===== src/rtl/core/sds_pkg.sv =====
// ----------------------------------------------------------------------------
// sds_pkg
// Shared types and constants of the SCAN disk scheduler.
// ----------------------------------------------------------------------------
package sds_pkg;

  localparam int CYL_W            = 16;
  localparam int DIST_W           = 17;
  localparam int CFG_IDX_W        = 2;
  localparam int DEF_MAX_REQUESTS = 16;
  localparam int QUEUE_DEPTH      = 2;
  localparam int QPTR_W           = 1;
  localparam int QCNT_W           = 2;

  localparam logic [CYL_W-1:0] TOP_RESET  = 16'd4999;
  localparam logic [CYL_W-1:0] HEAD_RESET = 16'd143;

  localparam logic [CFG_IDX_W-1:0] REG_TOP_CYLINDER  = 2'd0;
  localparam logic [CFG_IDX_W-1:0] REG_HEAD_POSITION = 2'd1;

  typedef struct packed {
    logic [CYL_W-1:0] cyl;
    logic             last;
  } sds_item_t;

  typedef enum logic [2:0] {
    ST_LOAD,
    ST_SEARCH,
    ST_UP,
    ST_TOP,
    ST_DOWN
  } sds_state_t;

endpackage


===== src/rtl/core/sds_ifs.sv =====
// ----------------------------------------------------------------------------
// sds_in_if / sds_out_if
// Valid/ready channels for requests and served cylinders.
// ----------------------------------------------------------------------------
interface sds_in_if;
  logic                    valid;
  logic                    ready;
  logic [sds_pkg::CYL_W-1:0] request_cylinder;
  logic                    last_request;

  modport source (output valid, output request_cylinder, output last_request, input ready);
  modport sink   (input valid, input request_cylinder, input last_request, output ready);
endinterface

interface sds_out_if;
  logic                       valid;
  logic                       ready;
  logic [sds_pkg::CYL_W-1:0]  served_cylinder;
  logic [sds_pkg::DIST_W-1:0] total_distance;
  logic                       end_of_schedule;

  modport source (output valid, output served_cylinder, output total_distance,
                  output end_of_schedule, input ready);
  modport sink   (input valid, input served_cylinder, input total_distance,
                  input end_of_schedule, output ready);
endinterface


===== src/rtl/core/sds_front.sv =====
// ----------------------------------------------------------------------------
// sds_front
// Accepts requests, clamps them to the top cylinder and queues them.
// ----------------------------------------------------------------------------
module sds_front (
  input  logic                      clk,
  input  logic                      rst_n,
  sds_in_if.sink                    in_ch,
  input  logic [sds_pkg::CYL_W-1:0] top_cyl,
  output logic                      item_valid,
  input  logic                      item_ready,
  output sds_pkg::sds_item_t        item
);

  sds_pkg::sds_item_t               q_r [sds_pkg::QUEUE_DEPTH];
  logic [sds_pkg::QPTR_W-1:0]       wr_r, wr_nxt;
  logic [sds_pkg::QPTR_W-1:0]       rd_r, rd_nxt;
  logic [sds_pkg::QCNT_W-1:0]       cnt_r, cnt_nxt;
  sds_pkg::sds_item_t               push_item;
  logic                             push;
  logic                             pop;

  assign in_ch.ready = (cnt_r != sds_pkg::QCNT_W'(sds_pkg::QUEUE_DEPTH));
  assign push        = in_ch.valid && in_ch.ready;
  assign item_valid  = (cnt_r != '0);
  assign pop         = item_valid && item_ready;
  assign item        = q_r[rd_r];

  always_comb begin
    push_item.cyl  = (in_ch.request_cylinder > top_cyl) ? top_cyl : in_ch.request_cylinder;
    push_item.last = in_ch.last_request;
  end

  always_comb begin
    wr_nxt  = push ? wr_r + 1'b1 : wr_r;
    rd_nxt  = pop ? rd_r + 1'b1 : rd_r;
    cnt_nxt = cnt_r;
    if (push && !pop) begin
      cnt_nxt = cnt_r + 1'b1;
    end else if (pop && !push) begin
      cnt_nxt = cnt_r - 1'b1;
    end
  end

  always_ff @(posedge clk) begin
    if (!rst_n) begin
      wr_r  <= '0;
      rd_r  <= '0;
      cnt_r <= '0;
    end else begin
      wr_r  <= wr_nxt;
      rd_r  <= rd_nxt;
      cnt_r <= cnt_nxt;
    end
  end

  always_ff @(posedge clk) begin
    if (push) begin
      q_r[wr_r] <= push_item;
    end
  end

endmodule


===== src/rtl/core/sds_back.sv =====
// ----------------------------------------------------------------------------
// sds_back
// Sorts queued requests into a row of cells and plays out the SCAN order.
// ----------------------------------------------------------------------------
module sds_back #(
  parameter int MAX_REQUESTS = sds_pkg::DEF_MAX_REQUESTS
) (
  input  logic                       clk,
  input  logic                       rst_n,
  input  logic                       item_valid,
  output logic                       item_ready,
  input  sds_pkg::sds_item_t         item,
  input  logic [sds_pkg::CYL_W-1:0]  top_cyl,
  input  logic [sds_pkg::CYL_W-1:0]  head_pos,
  output logic                       out_valid,
  input  logic                       out_ready,
  output logic [sds_pkg::CYL_W-1:0]  served_cylinder,
  output logic [sds_pkg::DIST_W-1:0] total_distance,
  output logic                       end_of_schedule
);

  localparam int CNT_W = $clog2(MAX_REQUESTS + 1);
  localparam int IDX_W = (MAX_REQUESTS > 1) ? $clog2(MAX_REQUESTS) : 1;
  localparam logic [CNT_W-1:0] CNT_MAX = CNT_W'(MAX_REQUESTS);
  localparam logic [CNT_W-1:0] CNT_ONE = CNT_W'(1);

  sds_pkg::sds_state_t          state_r, state_nxt;
  logic [sds_pkg::CYL_W-1:0]    cells_r [MAX_REQUESTS];
  logic [sds_pkg::CYL_W-1:0]    cells_nxt [MAX_REQUESTS];
  logic [CNT_W-1:0]             count_r, count_nxt;
  logic [CNT_W-1:0]             ptr_r, ptr_nxt;
  logic [CNT_W-1:0]             first_up_r, first_up_nxt;
  logic [sds_pkg::DIST_W-1:0]   dist_r, dist_nxt;
  logic                         out_valid_r;
  logic [sds_pkg::CYL_W-1:0]    out_cyl_r;
  logic [sds_pkg::DIST_W-1:0]   out_dist_r;
  logic                         out_eos_r;

  logic [MAX_REQUESTS-1:0]      gt;
  logic [MAX_REQUESTS-1:0]      gt_prev;
  logic [sds_pkg::CYL_W-1:0]    head_c;
  logic [CNT_W-1:0]             rd_ptr;
  logic [sds_pkg::CYL_W-1:0]    rd_val;
  logic                         slot_free;
  logic                         ptr_lt_n;
  logic                         search_go;
  logic                         ins;
  logic                         emit;
  logic [sds_pkg::CYL_W-1:0]    emit_cyl;
  logic [sds_pkg::DIST_W-1:0]   emit_dist;
  logic                         emit_eos;
  logic                         batch_done;

  assign head_c    = (head_pos > top_cyl) ? top_cyl : head_pos;
  assign slot_free = !out_valid_r || out_ready;
  assign ptr_lt_n  = (ptr_r < count_r);
  assign rd_ptr    = (state_r == sds_pkg::ST_DOWN) ? ptr_r - CNT_ONE : ptr_r;
  assign rd_val    = cells_r[rd_ptr[IDX_W-1:0]];
  assign search_go = ptr_lt_n && (rd_val < head_c);
  assign ins       = item_valid && item_ready && (count_r != CNT_MAX);

  // next state
  always_comb begin
    state_nxt = state_r;
    unique case (state_r)
      sds_pkg::ST_LOAD: begin
        if (item_valid && item.last) begin
          state_nxt = sds_pkg::ST_SEARCH;
        end
      end
      sds_pkg::ST_SEARCH: begin
        if (!search_go) begin
          state_nxt = sds_pkg::ST_UP;
        end
      end
      sds_pkg::ST_UP: begin
        if (!ptr_lt_n) begin
          state_nxt = sds_pkg::ST_TOP;
        end
      end
      sds_pkg::ST_TOP: begin
        if (slot_free) begin
          state_nxt = (first_up_r == '0) ? sds_pkg::ST_LOAD : sds_pkg::ST_DOWN;
        end
      end
      sds_pkg::ST_DOWN: begin
        if (slot_free && (ptr_r == CNT_ONE)) begin
          state_nxt = sds_pkg::ST_LOAD;
        end
      end
      default: state_nxt = sds_pkg::ST_LOAD;
    endcase
  end

  // state outputs
  always_comb begin
    item_ready = 1'b0;
    emit       = 1'b0;
    emit_cyl   = rd_val;
    emit_dist  = '0;
    emit_eos   = 1'b0;
    batch_done = 1'b0;
    unique case (state_r)
      sds_pkg::ST_LOAD: begin
        item_ready = 1'b1;
      end
      sds_pkg::ST_SEARCH: begin
      end
      sds_pkg::ST_UP: begin
        emit = slot_free && ptr_lt_n;
      end
      sds_pkg::ST_TOP: begin
        emit       = slot_free;
        emit_cyl   = top_cyl;
        emit_eos   = (first_up_r == '0);
        emit_dist  = emit_eos ? dist_r : '0;
        batch_done = slot_free && emit_eos;
      end
      sds_pkg::ST_DOWN: begin
        emit       = slot_free;
        emit_eos   = (ptr_r == CNT_ONE);
        emit_dist  = emit_eos ? dist_r : '0;
        batch_done = slot_free && emit_eos;
      end
      default: begin
      end
    endcase
  end

  // insertion into the sorted row
  always_comb begin
    for (int j = 0; j < MAX_REQUESTS; j++) begin
      gt[j] = (CNT_W'(j) < count_r) && (cells_r[j] > item.cyl);
    end
    gt_prev[0] = 1'b0;
    for (int j = 1; j < MAX_REQUESTS; j++) begin
      gt_prev[j] = gt[j-1];
    end
    for (int j = 0; j < MAX_REQUESTS; j++) begin
      cells_nxt[j] = cells_r[j];
      if (ins && (gt[j] || (CNT_W'(j) == count_r))) begin
        cells_nxt[j] = item.cyl;
      end
    end
    for (int j = 1; j < MAX_REQUESTS; j++) begin
      if (ins && gt_prev[j]) begin
        cells_nxt[j] = cells_r[j-1];
      end
    end
  end

  // sequencing counters
  always_comb begin
    count_nxt    = count_r;
    ptr_nxt      = ptr_r;
    first_up_nxt = first_up_r;
    dist_nxt     = dist_r;
    if (ins) begin
      count_nxt = count_r + CNT_ONE;
    end
    if (batch_done) begin
      count_nxt = '0;
    end
    case (state_r)
      sds_pkg::ST_LOAD: begin
        ptr_nxt = '0;
      end
      sds_pkg::ST_SEARCH: begin
        if (search_go) begin
          ptr_nxt = ptr_r + CNT_ONE;
        end else begin
          first_up_nxt = ptr_r;
          dist_nxt = {1'b0, top_cyl} - {1'b0, head_c};
          if (ptr_r != '0) begin
            dist_nxt = dist_nxt + ({1'b0, top_cyl} - {1'b0, cells_r[0]});
          end
        end
      end
      sds_pkg::ST_UP: begin
        if (emit) begin
          ptr_nxt = ptr_r + CNT_ONE;
        end
      end
      sds_pkg::ST_TOP: begin
        if (emit) begin
          ptr_nxt = first_up_r;
        end
      end
      sds_pkg::ST_DOWN: begin
        if (emit) begin
          ptr_nxt = ptr_r - CNT_ONE;
        end
      end
      default: begin
      end
    endcase
  end

  always_ff @(posedge clk) begin
    if (!rst_n) begin
      state_r     <= sds_pkg::ST_LOAD;
      count_r     <= '0;
      ptr_r       <= '0;
      first_up_r  <= '0;
      out_valid_r <= 1'b0;
    end else begin
      state_r    <= state_nxt;
      count_r    <= count_nxt;
      ptr_r      <= ptr_nxt;
      first_up_r <= first_up_nxt;
      if (emit) begin
        out_valid_r <= 1'b1;
      end else if (out_ready) begin
        out_valid_r <= 1'b0;
      end
    end
  end

  always_ff @(posedge clk) begin
    cells_r <= cells_nxt;
    dist_r  <= dist_nxt;
    if (emit) begin
      out_cyl_r  <= emit_cyl;
      out_dist_r <= emit_dist;
      out_eos_r  <= emit_eos;
    end
  end

  assign out_valid       = out_valid_r;
  assign served_cylinder = out_cyl_r;
  assign total_distance  = out_dist_r;
  assign end_of_schedule = out_eos_r;

endmodule


===== src/rtl/core/scan_disk_scheduler_unit.sv =====
// ----------------------------------------------------------------------------
// scan_disk_scheduler_unit
// SCAN (elevator) ordering of one batch of cylinder requests.
// ----------------------------------------------------------------------------
// Usage:
//   in_ch carries one request per item; last_request closes the batch.
//   Requests above top_cylinder are clamped; requests past MAX_REQUESTS are
//   dropped. out_ch returns the requests at or above the head in ascending
//   order, then the top stop, then the lower requests in descending order.
//   The final result has end_of_schedule set and carries total_distance.
// Timing:
//   A two-entry queue takes one request per cycle while it is not full; the sorter
//   absorbs one per cycle while loading, so a batch loads at one request per cycle.
//   After the last request the sorter steps past the requests below the head
//   to the first at or above it, then emits one result per cycle while the
//   output is free, with an idle step between the upward pass and the top stop.
//   It accepts no new batch until the final result is in the output register.
// Reset: rst_n (synchronous) empties the queue and batch and restores
//   top_cylinder to 4999 and head_position to 143.
// Stall: a low out_ch.ready holds the output register and pauses emission;
//   the queue keeps taking requests until it fills.
// Config: cfg_index 0 is top_cylinder, 1 is head_position; write when idle.
// ----------------------------------------------------------------------------
module scan_disk_scheduler_unit #(
  parameter int MAX_REQUESTS = sds_pkg::DEF_MAX_REQUESTS
) (
  input  logic                          clk,
  input  logic                          rst_n,
  sds_in_if.sink                        in_ch,
  sds_out_if.source                     out_ch,
  input  logic                          cfg_we,
  input  logic [sds_pkg::CFG_IDX_W-1:0] cfg_index,
  input  logic [sds_pkg::CYL_W-1:0]     cfg_wdata
);

  logic [sds_pkg::CYL_W-1:0] top_cyl_r;
  logic [sds_pkg::CYL_W-1:0] head_pos_r;
  logic                      item_valid;
  logic                      item_ready;
  sds_pkg::sds_item_t        item;

  always_ff @(posedge clk) begin
    if (!rst_n) begin
      top_cyl_r  <= sds_pkg::TOP_RESET;
      head_pos_r <= sds_pkg::HEAD_RESET;
    end else if (cfg_we) begin
      if (cfg_index == sds_pkg::REG_TOP_CYLINDER) begin
        top_cyl_r <= cfg_wdata;
      end else if (cfg_index == sds_pkg::REG_HEAD_POSITION) begin
        head_pos_r <= cfg_wdata;
      end
    end
  end

  sds_front u_front (
    .clk        (clk),
    .rst_n      (rst_n),
    .in_ch      (in_ch),
    .top_cyl    (top_cyl_r),
    .item_valid (item_valid),
    .item_ready (item_ready),
    .item       (item)
  );

  sds_back #(
    .MAX_REQUESTS (MAX_REQUESTS)
  ) u_back (
    .clk             (clk),
    .rst_n           (rst_n),
    .item_valid      (item_valid),
    .item_ready      (item_ready),
    .item            (item),
    .top_cyl         (top_cyl_r),
    .head_pos        (head_pos_r),
    .out_valid       (out_ch.valid),
    .out_ready       (out_ch.ready),
    .served_cylinder (out_ch.served_cylinder),
    .total_distance  (out_ch.total_distance),
    .end_of_schedule (out_ch.end_of_schedule)
  );

endmodule


===== src/flat_wrapper.sv =====
// flat-port wrapper written by rule: the top's interface ports become plain ports
module scan_disk_scheduler_unit_flat 
#(
  parameter int MAX_REQUESTS = sds_pkg::DEF_MAX_REQUESTS
)
  (clk, rst_n, cfg_we, cfg_index, cfg_wdata, in_ch_valid, in_ch_request_cylinder, in_ch_last_request, in_ch_ready, out_ch_valid, out_ch_served_cylinder, out_ch_total_distance, out_ch_end_of_schedule, out_ch_ready);
  sds_in_if in_ch_i ();
  sds_out_if out_ch_i ();
  input  logic clk;
  input  logic rst_n;
  input  logic cfg_we;
  input  logic [sds_pkg::CFG_IDX_W-1:0] cfg_index;
  input  logic [sds_pkg::CYL_W-1:0] cfg_wdata;
  input wire logic [$bits(in_ch_i.valid)-1:0] in_ch_valid;
  input wire logic [$bits(in_ch_i.request_cylinder)-1:0] in_ch_request_cylinder;
  input wire logic [$bits(in_ch_i.last_request)-1:0] in_ch_last_request;
  output wire logic [$bits(in_ch_i.ready)-1:0] in_ch_ready;
  output wire logic [$bits(out_ch_i.valid)-1:0] out_ch_valid;
  output wire logic [$bits(out_ch_i.served_cylinder)-1:0] out_ch_served_cylinder;
  output wire logic [$bits(out_ch_i.total_distance)-1:0] out_ch_total_distance;
  output wire logic [$bits(out_ch_i.end_of_schedule)-1:0] out_ch_end_of_schedule;
  input wire logic [$bits(out_ch_i.ready)-1:0] out_ch_ready;
  assign in_ch_i.valid = in_ch_valid;
  assign in_ch_i.request_cylinder = in_ch_request_cylinder;
  assign in_ch_i.last_request = in_ch_last_request;
  assign in_ch_ready = in_ch_i.ready;
  assign out_ch_valid = out_ch_i.valid;
  assign out_ch_served_cylinder = out_ch_i.served_cylinder;
  assign out_ch_total_distance = out_ch_i.total_distance;
  assign out_ch_end_of_schedule = out_ch_i.end_of_schedule;
  assign out_ch_i.ready = out_ch_ready;
  scan_disk_scheduler_unit #(.MAX_REQUESTS(MAX_REQUESTS)) u_core (.clk(clk), .rst_n(rst_n), .in_ch(in_ch_i), .out_ch(out_ch_i), .cfg_we(cfg_we), .cfg_index(cfg_index), .cfg_wdata(cfg_wdata));
endmodule

===== config.mk =====
export PLATFORM = sky130hd
export DESIGN_NAME = scan_disk_scheduler_unit_flat
export DESIGN_NICKNAME = d
export VERILOG_FILES = /design/src/rtl/core/sds_pkg.sv /design/src/rtl/core/sds_ifs.sv /design/src/rtl/core/sds_front.sv /design/src/rtl/core/sds_back.sv /design/src/rtl/core/scan_disk_scheduler_unit.sv /design/src/flat_wrapper.sv
export SDC_FILE = /design/constraint.sdc
export NUM_CORES = 1
export LEC_CHECK = 0
export BUFFER_PORTS_ARGS = -buffer_cell sky130_fd_sc_hd__buf_2
export CAP_MARGIN = 20
export CORE_ASPECT_RATIO = 1.2
export CORE_UTILIZATION = 68
export CTS_CLUSTER_DIAMETER = 80
export DETAILED_ROUTE_END_ITERATION = 6
export PLACE_DENSITY = 0.86
export SLEW_MARGIN = 0
export SYNTH_ARGS = -nofsm -noshare
export SYNTH_HDL_FRONTEND = slang
export SYNTH_SLANG_ARGS = --single-unit

===== constraint.sdc =====
create_clock -name clk -period 21.6 [get_ports clk]
set_input_delay 3.24 -clock clk [delete_from_list [all_inputs] [get_ports clk]]
set_output_delay 3.24 -clock clk [all_outputs]
set_load 0.005 [all_outputs]

# == Word level (Yosys, flattened, before mapping) ==
# Memories as Yosys holds them, arrays and structs flattened. A register that Yosys moved wholly into a read port is not among the register bits.
# Cells that the tools add are included.
# totals
ff_bits,362
mem_bits_rw,34
in_bits,40
output_inout_bits,36
elab_cells,287
n_memories,1
# memory_table
name,words,width,read_ports,rd_ports_with_merged_regs,write_ports,line_no,text
u_core.u_front.q_r,2,17,1,1,1,sds_front.sv:15,sds_pkg::sds_item_t q_r [sds_pkg::QUEUE_DEPTH];
# op_classes
addsub,10
magnitude_cmp,37
n_eq_ne,32
n_mux,65
bitwise_logic,4
n_reduce_logical,108
# ops
operator,count
16-bit two-way mux,35
16-bit > comparator,18
16-bit binary-select mux with 4-bit select,1
1-bit logical AND,57
17-bit two-way mux,3
4-bit by 5-bit == test with 1-bit output (first input constant),8
4-bit by 5-bit less-than comparator with 1-bit output (first input constant),8
2-bit nonzero test,18
17-bit one-hot mux with 2 select lines,1
16-bit by 16-bit subtractor with 17-bit output,2
5-bit one-hot mux with 5 select lines,1
3-bit by 5-bit == test with 1-bit output (first input constant),4
3-bit by 5-bit less-than comparator with 1-bit output (first input constant),4
5-bit two-way mux,4
3-bit two-way mux,6
2-bit inequality test (second input constant),9
17-bit adder,1
1-bit logical OR,17
16-bit less-than comparator,1
3-bit one-hot mux with 5 select lines,1
5-bit by 1-bit adder with 5-bit output (second input constant),2
2-bit by 5-bit == test with 1-bit output (first input constant),2
5-bit zero test,2
1-bit by 5-bit less-than comparator with 1-bit output (first input constant),2
29 further kinds,49

# == Depth between registers and ports, before layout ==
# depth
word_depth,10
mapped_depth,32
mapped_depth_nobuf,29

# == By module ==
# From an unflattened synthesis, not the netlist that was laid out.
# unflattened
hier_cells,2477
area_unflattened_um2,28204.6
# modules_own_cells
mod,instances,cells_each,area_per_inst_um2,seq_area_each_um2
sds_back,1,2193,24773.8,9599.2
sds_front,1,156,2129.5,1121.1
scan_disk_scheduler_unit,1,128,1301.2,640.6

# == Worst setup path before layout ==
# OpenSTA, ideal clock, no wires.
# synth_timing
path_kind,register to register
startpoint,register u_core.top_cyl_r[4] in the netlist's numbering
endpoint,"register u_core.u_back.dist_r[16] in the netlist's numbering, data pin"
setup_ns,0.265
arrival_ns,6.716
required_ns,21.335
path_slack_ns,14.619
stages_incl_launch_ff,33
n_path_buf,3
period_less_slack_ns,6.981
path_cell_list,dfxtp_1 > clkbuf_1 > inv_1 > ha_1 > nand4_1 > nor4_1 > a21boi_0 > o31a_1 > buf_2 > buf_1 > mux2i_1 > inv_1 > ha_1 > inv_1 > ha_1 > nor2_1 > maj3_1 > maj3_1 > o311ai_0 > a21oi_1 > o311ai_0 > a31oi_1 > o22ai_1 > fa_1 > ha_1 > nand3_1 > nand2_1 > a41oi_1 > a21oi_1 > a41oi_1 > mux2i_1 > a311oi_1 > xnor2_1
# synth_via
elab_chain_len,5
word_cells_on_any_way,6
cone_classes,add/sub: 3; order compare: 1; mux: 2
# synth_lines
item,line_no,text
start: declaration,scan_disk_scheduler_unit.sv:36,logic [sds_pkg::CYL_W-1:0] top_cyl_r;
start signal: assignment,scan_disk_scheduler_unit.sv:44,top_cyl_r <= sds_pkg::TOP_RESET;
start signal: assignment,scan_disk_scheduler_unit.sv:48,top_cyl_r <= cfg_wdata;
16-bit > comparator,sds_back.sv:54,assign head_c = (head_pos > top_cyl) ? top_cyl : head_pos;
16-bit two-way mux,sds_back.sv:54,
16-bit by 16-bit subtractor with 17-bit output,sds_back.sv:173,"dist_nxt = {1'b0, top_cyl} - {1'b0, head_c};"
17-bit adder,sds_back.sv:175,"dist_nxt = dist_nxt + ({1'b0, top_cyl} - {1'b0, cells_r[0]});"
17-bit two-way mux (*),sds_back.sv:174,if (ptr_r != '0) begin
end signal: assignment,sds_back.sv:221,dist_r <= dist_nxt;
end: declaration,sds_back.sv:33,"logic [sds_pkg::DIST_W-1:0] dist_r, dist_nxt;"
# Every way passes the cells marked *; elsewhere a longest branch is shown, timed or not.
# A chain may end at the register's enable or synchronous reset.

# == Worst setup path in the final report ==
# layout_timing
startpoint,register u_core.top_cyl_r[5] in the netlist's numbering
endpoint,"register u_core.u_back.dist_r[15] in the netlist's numbering, data pin"
# The elaborated chain is that of the path after synthesis.

==> flow_summary.toml <==
[setup_path]
reg2reg_from = "u_core.top_cyl_r[5]"
critical_path_class = "register to register"
max_stage_delay_ps = 690
r2r_cells = 30
cp_slowest_cell = "o31a_1"
cpMostUsedCell = "ha_1"
cp.buffers_inverters = 4
cp_max_fo = 22
start_kind = "register"
r2r_setup_slack_ps = 13040
required_ps = 21890
r2r-end = "u_core.u_back.dist_r[15]"
cp_top_family = "compound AO/OA/AOI/OAI gates"
arrival_ps = 8860
endpoint_kind = "register"
cp_num_cells = 30

[cells_and_area]
nNetsFinal = 3010
utilization = 0.752
fillerInstances = 2698
final_cells = 3196
stdcell_area_um2 = 30600
area_growth_pct = 9.20
drive_above_1_share = 0.189

[synth]
ys.flop_type = "edfxtp_1"
synth-edff-count = 341
syn-num-nets = 2938
yosysSeqAreaShare = 0.405
synth_seq_cells = 397
synth.cell_area_um2 = 28100
syn_area_per_cell_um2 = 11.0
synth_top_area_share = 0.365
yosys_warnings = 0
synth_cells = 2548
synthTopCellsByArea = "edfxtp_1, ha_1, mux2_2"
synth_top_cell_by_area = "edfxtp_1"
synth_async_sr_flop_share = 0
ys_types = 90

[sta]
slew_violations = 0
tns_ps = 0
whs_ps = 486
fmax_mhz = 117
setup_viol = 0
finalWorstSetupSlack_ps = 13040
hold_viol = 0
rsz0062_at_grt = "no"
tightest_slew_ps = 1090
fin_skew_ps = 40.1
relSlewSlack = 0.270
fin_crit_ps = 8560
finalCritPeriodShare = 0.396

[floorplan]
dieArea_um2 = 42100
start_util = 0.689
die_w_um = 187
die_h_um = 225
io_pins = 76
core_area_um2 = 40700
row_count = 81

[pwr]
p_leak_nw = 12.4
peakVddDrop_uv = 114
power_frac_comb = 0.518
p_clk_frac = 0.201
power.total_mw = 3.83
powerDensity_nw_per_um2 = 125
netSwitchingFraction = 0.424
p_int_mw = 2.21
power_frac_seq = 0.281
switchingPower_mw = 1.62

[detailed_routing]
wl_per_cell_um = 31.3
drc = 0
antenna_left = 0
vias = 23500
wl_mm = 100
first_iter_violations = 2938
viasPerCell = 7.35
drt_first_pass_iters = 7

[placed_design]
io_buffers = 75
hpwlAfterDp_mm = 72.3
dpl_cell_area_um2 = 29200
preCtsSetupSlack_ps = 13090
gp_congestion = 1.02
dp_cells = 3112

[global_route]
grt_pass1_vias = 23900
antenna_found_initial = 4
grt.overflow.total = 0
grt_pass1_wl_mm = 147
grt_max_degree = 39
grt_usage = 0.475

[worst_hold_path]
hold_path_depth = 2
min_to = "u_core.head_pos_r[11]"
hold_path.startpoint = "u_core.head_pos_r[11]"
hold_class = "register to register"

[clock_network]
post_cts_resized = 0
cts_buffers = 43
tritoncts = "yes"
clock_latency_ps = 610
clock-sinks = 397
post_cts_buffers = 0
ctsHoldBuffers = 0
root_buffer = "clkbuf_16"
clk_pin_slew_ps = 60
clockBufferDepth = 3
htree_levels = 2

[run]
cap_violations = 0

[run_status]
status = "finished, final reports clean"
==> how the worst max path moves through the flow <==
stage,from,to,slack (ps)
final,u_core.top_cyl_r[5],u_core.u_back.dist_r[15],13040
after global routing,u_core.top_cyl_r[5],u_core.u_back.dist_r[15],12380
after CTS,u_core.top_cyl_r[7],u_core.u_back.dist_r[15],13070
after detailed placement,u_core.top_cyl_r[7],u_core.u_back.dist_r[15],13090
after global placement,u_core.top_cyl_r[7],u_core.u_back.dist_r[15],13110
after floorplan,u_core.top_cyl_r[4],u_core.u_back.dist_r[16],14620
==> state kept, by name, indices dropped and copies added, names as in the netlist, named ones only <==
register,cells
u_core.u_back.state_r,3
u_core.top_cyl_r,16
u_core.u_back.dist_r,17
u_core.u_front.wr_r,1
u_core.u_front.q_r,34
u_core.u_front.rd_r,1
u_core.u_back.cells_r,256
u_core.u_back.total_distance,17
u_core.u_back.end_of_schedule,1
u_core.u_back.ptr_r,5
u_core.u_back.first_up_r,5
u_core.u_back.count_r,5
u_core.u_back.served_cylinder,16
u_core.head_pos_r,16
u_core.u_back.out_valid,1
u_core.u_front.cnt_r,2
==> power groups by stage <==
stage / clock network, mW / registers (mW) / logic (mW)
final: 0.769 / 1.08 / 1.99
after global routing: 0.790 / 1.08 / 2.10
after CTS: 0.763 / 1.07 / 1.91
after detailed placement: 0 / 1.09 / 1.88
after global placement: 0 / 1.08 / 1.80
after floorplan: 0 / 1.05 / 1.28
==> cells in the mapped netlist (all sizes together) (6+ instances only) <==
| cell type | number |
|---|---|
| a21oi | 169 |
| a311oi | 10 |
| mux2 | 227 |
| nand4 | 60 |
| o31ai | 12 |
| o22ai | 8 |
| nand3 | 53 |
| o211ai | 17 |
| a31oi | 20 |
| nor4 | 13 |
| fa | 16 |
| mux4 | 40 |
| nor2 | 129 |
| nand2b | 35 |
| xor2 | 18 |
| nand2 | 210 |
| a211oi | 19 |
| nor2b | 70 |
| a221oi | 6 |
| and4 | 7 |
| o311ai | 7 |
| ha | 334 |
| clkbuf | 87 |
| and3 | 14 |
| nor3 | 28 |
| edfxtp | 341 |
| inv | 109 |
| or3 | 9 |
| dfxtp | 56 |
| buf | 24 |
| a211o | 6 |
| o21ai | 101 |
| xnor2 | 19 |
| o21a | 52 |
| a21o | 61 |
| mux2i | 72 |
==> layout by cell type (no fill, tap or decap), types with 35 or more instances in the layout <==
cell       synthesis  routed
a21o_1            61      61
a21oi_1          168     168
buf_2             10      75
buf_4              1      60
clkbuf_16          0      43
dfxtp_1           56      56
edfxtp_1         341     341
ha_1             334     333
inv_1            108     108
mux2_2           227     227
mux2i_1           71      71
mux4_2            40      40
nand2_1          210     210
nand2b_1          35      35
nand3_1           53      53
nand4_1           59      59
nor2_1           129     129
nor2b_1           70      70
o21a_1            52      52
o21ai_0           95      94
==> worst min-delay path: cells and delay by family, from the launching register on <==
kind / cells / cell delay [ps]
flip-flops: 1 / 330
AND/OR/NAND/NOR: 1 / 60
AO/OA/AOI/OAI: 1 / 50
==> layer usage <==
layer | vias up | wire length [µm] | GRT usage
li1 | 9857 | - | -
met1 | 11200 | 33100 | 0.525
met2 | 1842 | 45700 | 0.760
met3 | 644 | 11100 | 0.129
met4 | 2 | 10200 | 0.410
met5 | - | 13 | 0
==> area by class of cell <==
cell class              instances  area, µm²  area share
diodes                          2       5.00    0.000163
clock buffers                  49       1100      0.0358
clock inverters                31        307      0.0100
inverters                     109        409      0.0133
multi-input cells            1931      15900       0.519
flip-flops and latches        397      11400       0.371
well taps                     539        674      0.0220
repair buffers                138        876      0.0286
==> kinds of logic after synthesis <==
group	share of synthesized area
muxes	0.149
AOI/OAI and AO/OA	0.128
xor gates and xnor gates	0.0115
DFF	0.405
adders and majority gates	0.162
and+or+nand+nor	0.114
buffers and inverters	0.0305
No activity file was read; power rests on OpenSTA's default activity.
